## src/hdl/pcrc_pkg.sv

```systemverilog
// Package for the packet CRC-16 checker: constants, item and register types,
// and the byte-wide CRC update. No dependencies.
package pcrc_pkg;

  localparam logic [15:0] CRC_POLY      = 16'h1021;
  localparam logic [15:0] CRC_SEED_RST  = 16'h1D0F;
  localparam logic [7:0]  FIELD_POS_RST = 8'd8;
  localparam logic [7:0]  POS_MAX       = 8'hFF;

  localparam int unsigned CFG_IDX_W  = 2;
  localparam int unsigned CFG_DATA_W = 16;

  localparam logic [CFG_IDX_W-1:0] CFG_SEED      = 2'd0;
  localparam logic [CFG_IDX_W-1:0] CFG_FIELD_POS = 2'd1;

  typedef struct packed {
    logic [7:0] data_byte;
    logic       last_byte;
  } byte_item_t;

  // Input register contents as seen by the core.
  typedef struct packed {
    logic       valid;
    byte_item_t item;
  } stage_t;

  typedef struct packed {
    logic [15:0] crc_seed;
    logic [7:0]  crc_field_pos;
  } cfg_regs_t;

  // One byte through the CRC-16, MSB first.
  function automatic logic [15:0] crc_feed(input logic [15:0] crc, input logic [7:0] data);
    logic [15:0] c;
    logic        fb;
    c = crc;
    for (int b = 7; b >= 0; b--) begin
      fb = c[15] ^ data[b];
      c  = {c[14:0], 1'b0};
      if (fb) begin
        c = c ^ CRC_POLY;
      end
    end
    return c;
  endfunction

endpackage

```

## src/hdl/pcrc_if.sv

```systemverilog


interface pcrc_result_if;
  logic        valid;
  logic        ready;
  logic        crc_match;
  logic [15:0] computed_crc;
  logic [15:0] received_crc;
  logic [7:0]  byte_count;
  modport source (output valid, output crc_match, output computed_crc,
                  output received_crc, output byte_count, input ready);
  modport sink   (input valid, input crc_match, input computed_crc,
                  input received_crc, input byte_count, output ready);
endinterface


```

## src/hdl/pcrc_core.sv

```systemverilog
// Packet state and result register of the packet CRC-16 checker: CRC update,
// field capture, byte counting. Depends on pcrc_pkg and pcrc_if.
module pcrc_core (
  input  logic                clk,
  input  logic                rst,
  input  pcrc_pkg::stage_t    stage,
  input  pcrc_pkg::cfg_regs_t cfg_regs,
  output logic                advance,
  pcrc_result_if.source       result
);

  logic [15:0] crc_register;
  logic [7:0]  byte_position;
  logic [15:0] captured_crc;
  logic        past_end;

  logic        out_valid;
  logic        out_match;
  logic [15:0] out_computed;
  logic [15:0] out_received;
  logic [7:0]  out_count;

  logic        exact;
  logic        hi_hit;
  logic        lo_hit;
  logic [15:0] crc_base;
  logic [15:0] crc_register_next;
  logic [15:0] captured_crc_next;
  logic [7:0]  count_next;
  logic        is_last;

  assign is_last = stage.item.last_byte;
  // Non-final bytes never wait on the output side.
  assign advance = stage.valid && (!is_last || !out_valid || result.ready);

  always_comb begin
    exact    = !past_end;
    hi_hit   = exact && (byte_position == cfg_regs.crc_field_pos);
    lo_hit   = exact && ({1'b0, byte_position} == ({1'b0, cfg_regs.crc_field_pos} + 9'd1));
    crc_base = (exact && byte_position == 8'd0) ? cfg_regs.crc_seed : crc_register;

    crc_register_next = crc_base;
    captured_crc_next = captured_crc;
    priority if (hi_hit) begin
      captured_crc_next = {stage.item.data_byte, captured_crc[7:0]};
    end else if (lo_hit) begin
      captured_crc_next = {captured_crc[15:8], stage.item.data_byte};
    end else begin
      crc_register_next = pcrc_pkg::crc_feed(crc_base, stage.item.data_byte);
    end

    count_next = (byte_position == pcrc_pkg::POS_MAX) ? pcrc_pkg::POS_MAX
                                                      : byte_position + 8'd1;
  end

  always_ff @(posedge clk) begin
    if (rst) begin
      crc_register  <= pcrc_pkg::CRC_SEED_RST;
      byte_position <= 8'd0;
      captured_crc  <= 16'd0;
      past_end      <= 1'b0;
    end else if (advance) begin
      if (is_last) begin
        // restart for the next packet; the seed is loaded on its first byte
        crc_register  <= cfg_regs.crc_seed;
        byte_position <= 8'd0;
        captured_crc  <= 16'd0;
        past_end      <= 1'b0;
      end else begin
        crc_register  <= crc_register_next;
        captured_crc  <= captured_crc_next;
        byte_position <= count_next;
        if (byte_position == pcrc_pkg::POS_MAX) begin
          past_end <= 1'b1;
        end
      end
    end
  end

  always_ff @(posedge clk) begin
    if (rst) begin
      out_valid <= 1'b0;
    end else if (advance && is_last) begin
      out_valid <= 1'b1;
    end else if (result.ready) begin
      out_valid <= 1'b0;
    end
  end

  always_ff @(posedge clk) begin
    if (advance && is_last) begin
      out_match    <= (crc_register_next == captured_crc_next);
      out_computed <= crc_register_next;
      out_received <= captured_crc_next;
      out_count    <= count_next;
    end
  end

  assign result.valid        = out_valid;
  assign result.crc_match    = out_match;
  assign result.computed_crc = out_computed;
  assign result.received_crc = out_received;
  assign result.byte_count   = out_count;

  // A new result comes only from a final byte taken in the previous cycle.
  a_result_from_last: assert property (@(posedge clk) disable iff (rst)
    $rose(out_valid) |-> $past(advance && is_last))
    else $error("result raised without a final byte");

  a_restart: assert property (@(posedge clk) disable iff (rst)
    (advance && is_last) |=> (byte_position == 8'd0 && !past_end && captured_crc == 16'd0))
    else $error("packet state not restarted after final byte");

  a_past_end_pos: assert property (@(posedge clk) disable iff (rst)
    past_end |-> (byte_position == pcrc_pkg::POS_MAX))
    else $error("past_end set below saturated position");

  a_count_nonzero: assert property (@(posedge clk) disable iff (rst)
    out_valid |-> (out_count != 8'd0))
    else $error("result with zero byte count");

endmodule
```

## src/flat_wrapper.sv

```systemverilog
// flat-port wrapper written by rule: the top's interface ports become plain ports
module pcrc_core_flat 
  (clk, rst, stage, cfg_regs, advance, result_valid, result_crc_match, result_computed_crc, result_received_crc, result_byte_count, result_ready);
  pcrc_result_if result_i ();
  input  logic clk;
  input  logic rst;
  input  pcrc_pkg::stage_t stage;
  input  pcrc_pkg::cfg_regs_t cfg_regs;
  output logic advance;
  output wire logic [$bits(result_i.valid)-1:0] result_valid;
  output wire logic [$bits(result_i.crc_match)-1:0] result_crc_match;
  output wire logic [$bits(result_i.computed_crc)-1:0] result_computed_crc;
  output wire logic [$bits(result_i.received_crc)-1:0] result_received_crc;
  output wire logic [$bits(result_i.byte_count)-1:0] result_byte_count;
  input wire logic [$bits(result_i.ready)-1:0] result_ready;
  assign result_valid = result_i.valid;
  assign result_crc_match = result_i.crc_match;
  assign result_computed_crc = result_i.computed_crc;
  assign result_received_crc = result_i.received_crc;
  assign result_byte_count = result_i.byte_count;
  assign result_i.ready = result_ready;
  pcrc_core u_core (.clk(clk), .rst(rst), .stage(stage), .cfg_regs(cfg_regs), .advance(advance), .result(result_i));
endmodule
```

## config.mk

```make
export PLATFORM = sky130hd
export DESIGN_NAME = pcrc_core_flat
export DESIGN_NICKNAME = d
export VERILOG_FILES = /design/src/hdl/pcrc_pkg.sv /design/src/hdl/pcrc_if.sv /design/src/hdl/pcrc_core.sv /design/src/flat_wrapper.sv
export SDC_FILE = /design/constraint.sdc
export NUM_CORES = 1
export LEC_CHECK = 0
export BUFFER_PORTS_ARGS = -buffer_cell sky130_fd_sc_hd__clkbuf_2
export CORE_MARGIN = 2
export CORE_UTILIZATION = 39
export DETAILED_ROUTE_END_ITERATION = 8
export PLACE_DENSITY = 0.69
export SYNTH_ARGS = -nofsm -noshare
export SYNTH_HDL_FRONTEND = slang
export SYNTH_SLANG_ARGS = --single-unit
```

## constraint.sdc

```tcl
create_clock -name clk -period 8.71 [get_ports clk]
set_input_delay 0 -clock clk [delete_from_list [all_inputs] [get_ports clk]]
set_output_delay 0 -clock clk [all_outputs]
set_load 0.01 [all_outputs]
```

==> impl_metrics.json <==
{
  "status": "finished clean",
  "finalWorstSetupSlack_ps": 4690,
  "drc": 0,
  "synth_compound_area_frac": 0.156,
  "path_clk_slew_ps": 60,
  "track_usage": 0.214,
  "hp-class": "input port to flip-flop",
  "grt_pass1_vias": 4154,
  "ys.flop_type": "dfxtp_1",
  "cts_buffers": 9,
  "clkSinkCount": 83,
  "rows": 42,
  "ys_seq_elements": 83,
  "p_sw_w": 0.000311,
  "final_layout_size_suffix_gt1_frac": 0.205,
  "synthSimpleGateAreaFrac": 0.208,
  "grt_pass1_wl_um": 23600,
  "maxCapViolCount": 0,
  "cts_setup_buffers": 0,
  "final_nets": 646,
  "synth_cell_types": 69,
  "gp_congestion": 0.910,
  "worstSetupEndpointType": "flip-flop",
  "drt_wl_total_um": 15000,
  "maxSlewViolCount": 0,
  "max_stage_delay_ps": 800,
  "p_sw_frac": 0.289,
  "antenna_found_initial": 0,
  "syn2layout_area_growth_pct": 14.2,
  "cp_max_fo": 21,
  "tritoncts": "built",
  "clk_latency_ps": 350,
  "ant_nets": 0,
  "period_share": 0.462,
  "tightest_slew_ps": 1030,
  "startpoint_type": "flip-flop",
  "syn_area_um2": 5270,
  "path_buf_inv": 1,
  "vias": 4419,
  "finalSetupViolations": 0,
  "fmax_mhz": 249,
  "maxSlewHeadroom": 0.306,
  "synth-edff-count": 41,
  "final.setup.tns_ps": 0,
  "worstPathArrival_ps": 4120,
  "synthCells": 553,
  "fin_crit_ps": 4020,
  "hold_viol": 0,
  "ir_drop_uv": 103,
  "first_pass_iters": 5,
  "rsz0062_at_grt": "no",
  "synth.area.mux_share": 0.0779,
  "p_leak_nw": 2.39,
  "coreArea_um2": 13200,
  "cp_common_cell": "xor2_1",
  "synth_seq_area_share": 0.394,
  "synth.avg_cell_area_um2": 9.52,
  "holdWs_ps": 20.0,
  "wl_per_cell_um": 19.0,
  "syn-num-nets": 593,
  "post_synth_xor_area_fraction": 0.107,
  "yosys_warnings": 0,
  "power.share.clock": 0.354,
  "dieArea_um2": 14400,
  "dp_hpwl_um": 10500,
  "clockRootBuffer": "clkbuf_16",
  "cp_top_family": "simple AND/OR/NAND/NOR gates",
  "overflow": 0,
  "synthAdderAreaFrac": 0.00713,
  "cp_data_required_time_ps": 8810,
  "power_frac_seq": 0.414,
  "p_int_w": 0.000765,
  "io_pins": 80,
  "cts_buffer_depth": 2,
  "cp_slowest_cell": "nor4b_4",
  "synth_top_family_by_area": "simple AND/OR/NAND/NOR gates",
  "grt_start_max_net_pins": 50,
  "drt-initial-drc-count": 367,
  "pre_cts_slack_ps": 4790,
  "path_class": "flip-flop to flip-flop",
  "finClkSkew_ps": 5.44,
  "htreeDepth": 3,
  "synth-async-reset-ratio": 0,
  "start_util": 0.399,
  "placement.io_buffers": 79,
  "path_cells": "inv_1 -> ha_1 -> nor4b_4 -> nand2_4 -> mux2i_2 -> xor2_1 -> xnor2_1 -> mux2i_1 -> xor2_1 -> a211oi_2 -> and4_1",
  "p_comb_frac": 0.232,
  "die_h_um": 120,
  "avgViaCountPerCell": 5.61,
  "power_density_nw_per_um2": 179,
  "n_antenna_cell": 0,
  "dieWidth_um": 120
}
[cells in the mapped netlist, drive strengths merged (3+ instances only)]
| cell | count | area share |
|---|---|---|
| a22oi | 26 | 0.037 |
| a211o | 10 | 0.017 |
| xor2 | 29 | 0.048 |
| nand3 | 20 | 0.023 |
| ha | 3 | 0.0071 |
| mux2 | 9 | 0.019 |
| buf | 16 | 0.023 |
| o211ai | 9 | 0.013 |
| edfxtp | 41 | 0.23 |
| xnor2 | 28 | 0.054 |
| and2 | 4 | 0.0048 |
| dfxtp | 42 | 0.16 |
| nor2 | 59 | 0.042 |
| a21oi | 21 | 0.020 |
| o22ai | 12 | 0.019 |
| a211oi | 5 | 0.0081 |
| and3 | 7 | 0.0083 |
| clkbuf | 26 | 0.019 |
| nand2 | 45 | 0.034 |
| nor2b | 20 | 0.024 |
| nor3 | 9 | 0.0086 |
| nor4 | 3 | 0.0064 |
| inv | 11 | 0.0078 |
| nand2b | 5 | 0.0059 |
| o21ai | 19 | 0.018 |
| nand4b | 16 | 0.027 |
| mux2i | 29 | 0.059 |
[stage by stage]
stage	power, W	utilization	std cells	cell area, µm²
4_1_cts	0.00108	0.456	787	6010
6_report	0.00108	0.456	787	6010
3_5_place_dp	0.000699	0.432	769	5700
5_1_grt	0.00112	0.456	787	6010
2_1_floorplan	0.000625	-	553	5270
3_3_place_gp	0.000697	0.432	769	5700
[path summary, 6_finish.rpt]
kind / startpoint / end / slack (ps) / cells after the start
max: u_core.byte_position[1] / u_core.result.crc_match / 4690 / 11
min: cfg_regs[17] / u_core.crc_register[9] / 20 / 3
min reg2reg: u_core.crc_register[5] / u_core.crc_register[5] / 480 / 2
max reg2reg: u_core.byte_position[1] / u_core.result.crc_match / 4690 / 11
[cells in the final DEF (no fill, tap or decap), types with 4 or more instances in the layout]
cell type and count:
clkbuf_2 79, nor2_1 59, nand2_1 44, dfxtp_1 42
edfxtp_1 41, xor2_1 29, a22oi_1 26, xnor2_1 24
mux2i_1 24, a21oi_1 21, nor2b_1 20, nand3_1 17
nand4b_1 16, inv_1 11, a211o_1 10, o21ai_0 10
o22ai_1 9, nor3_1 9, o211ai_1 9, o21ai_1 9
clkbuf_16 9, and3_1 6, mux2_2 6, nand2b_1 5
mux2i_2 5, a211oi_1 4, clkbuf_1 4
[flip-flops by register name (all words and copies together), names as in the netlist]
register,count
u_core.byte_position,8
u_core.crc_register,16
u_core.past_end,1
u_core.result.crc_match,1
u_core.result.computed_crc,16
u_core.result.byte_count,8
u_core.captured_crc,16
u_core.result.valid,1
u_core.result.received_crc,16
[timing repair]
item | 4_1_cts | 5_1_grt
resized for setup | 0 | 0
endpoints found under the setup margin | 0 | 0
hold buffers | 2 | 0
hold endpoints to repair | 2 | 0
[worst min-delay path, delay by kind of cell]
kind            cells  cell delay, ps
compound gates      1              70
simple gates        1             120
buf+inv             1             120
[cell families (layout without fill, tap and decap cells)]
kind of cell,after synthesis,count (layout)
flip-flops,83,83
AND/OR/NAND/NOR,201,201
adder cells (fa/ha/maj),3,3
multiplexers,38,38
AO/OA/AOI/OAI,117,117
buffers and inverters,53,111
XOR/XNOR,58,58
[power by group through the flow]
| stage | logic [W] | registers (W) | clock network (W) |
|---|---|---|---|
| floorplan | 0.000166 | 0.000459 | 0 |
| global placement | 0.000244 | 0.000453 | 0 |
| detailed placement | 0.000244 | 0.000454 | 0 |
| CTS | 0.000247 | 0.000446 | 0.000390 |
| global route | 0.000270 | 0.000448 | 0.000405 |
| finish | 0.000249 | 0.000446 | 0.000381 |
[routing by layer]
layer,vias to the layer above,wire length [µm],GRT usage
met5,-,0,0
met4,0,293,0.0824
met3,17,681,0.0292
met2,137,6780,0.320
met1,2151,7220,0.311
li1,2114,-,-
[final cells by class]
| type | instances | area, µm² |
|---|---|---|
| timing repair buffer | 84 | 438 |
| clock buffer | 14 | 254 |
| tap | 176 | 220 |
| sequential | 83 | 2070 |
| multi-input combinational | 417 | 2950 |
| inverter | 11 | 41.3 |
| fill | 1292 | 7180 |
| clock inverter | 2 | 37.5 |
No activity file was read; power rests on OpenSTA's default activity.
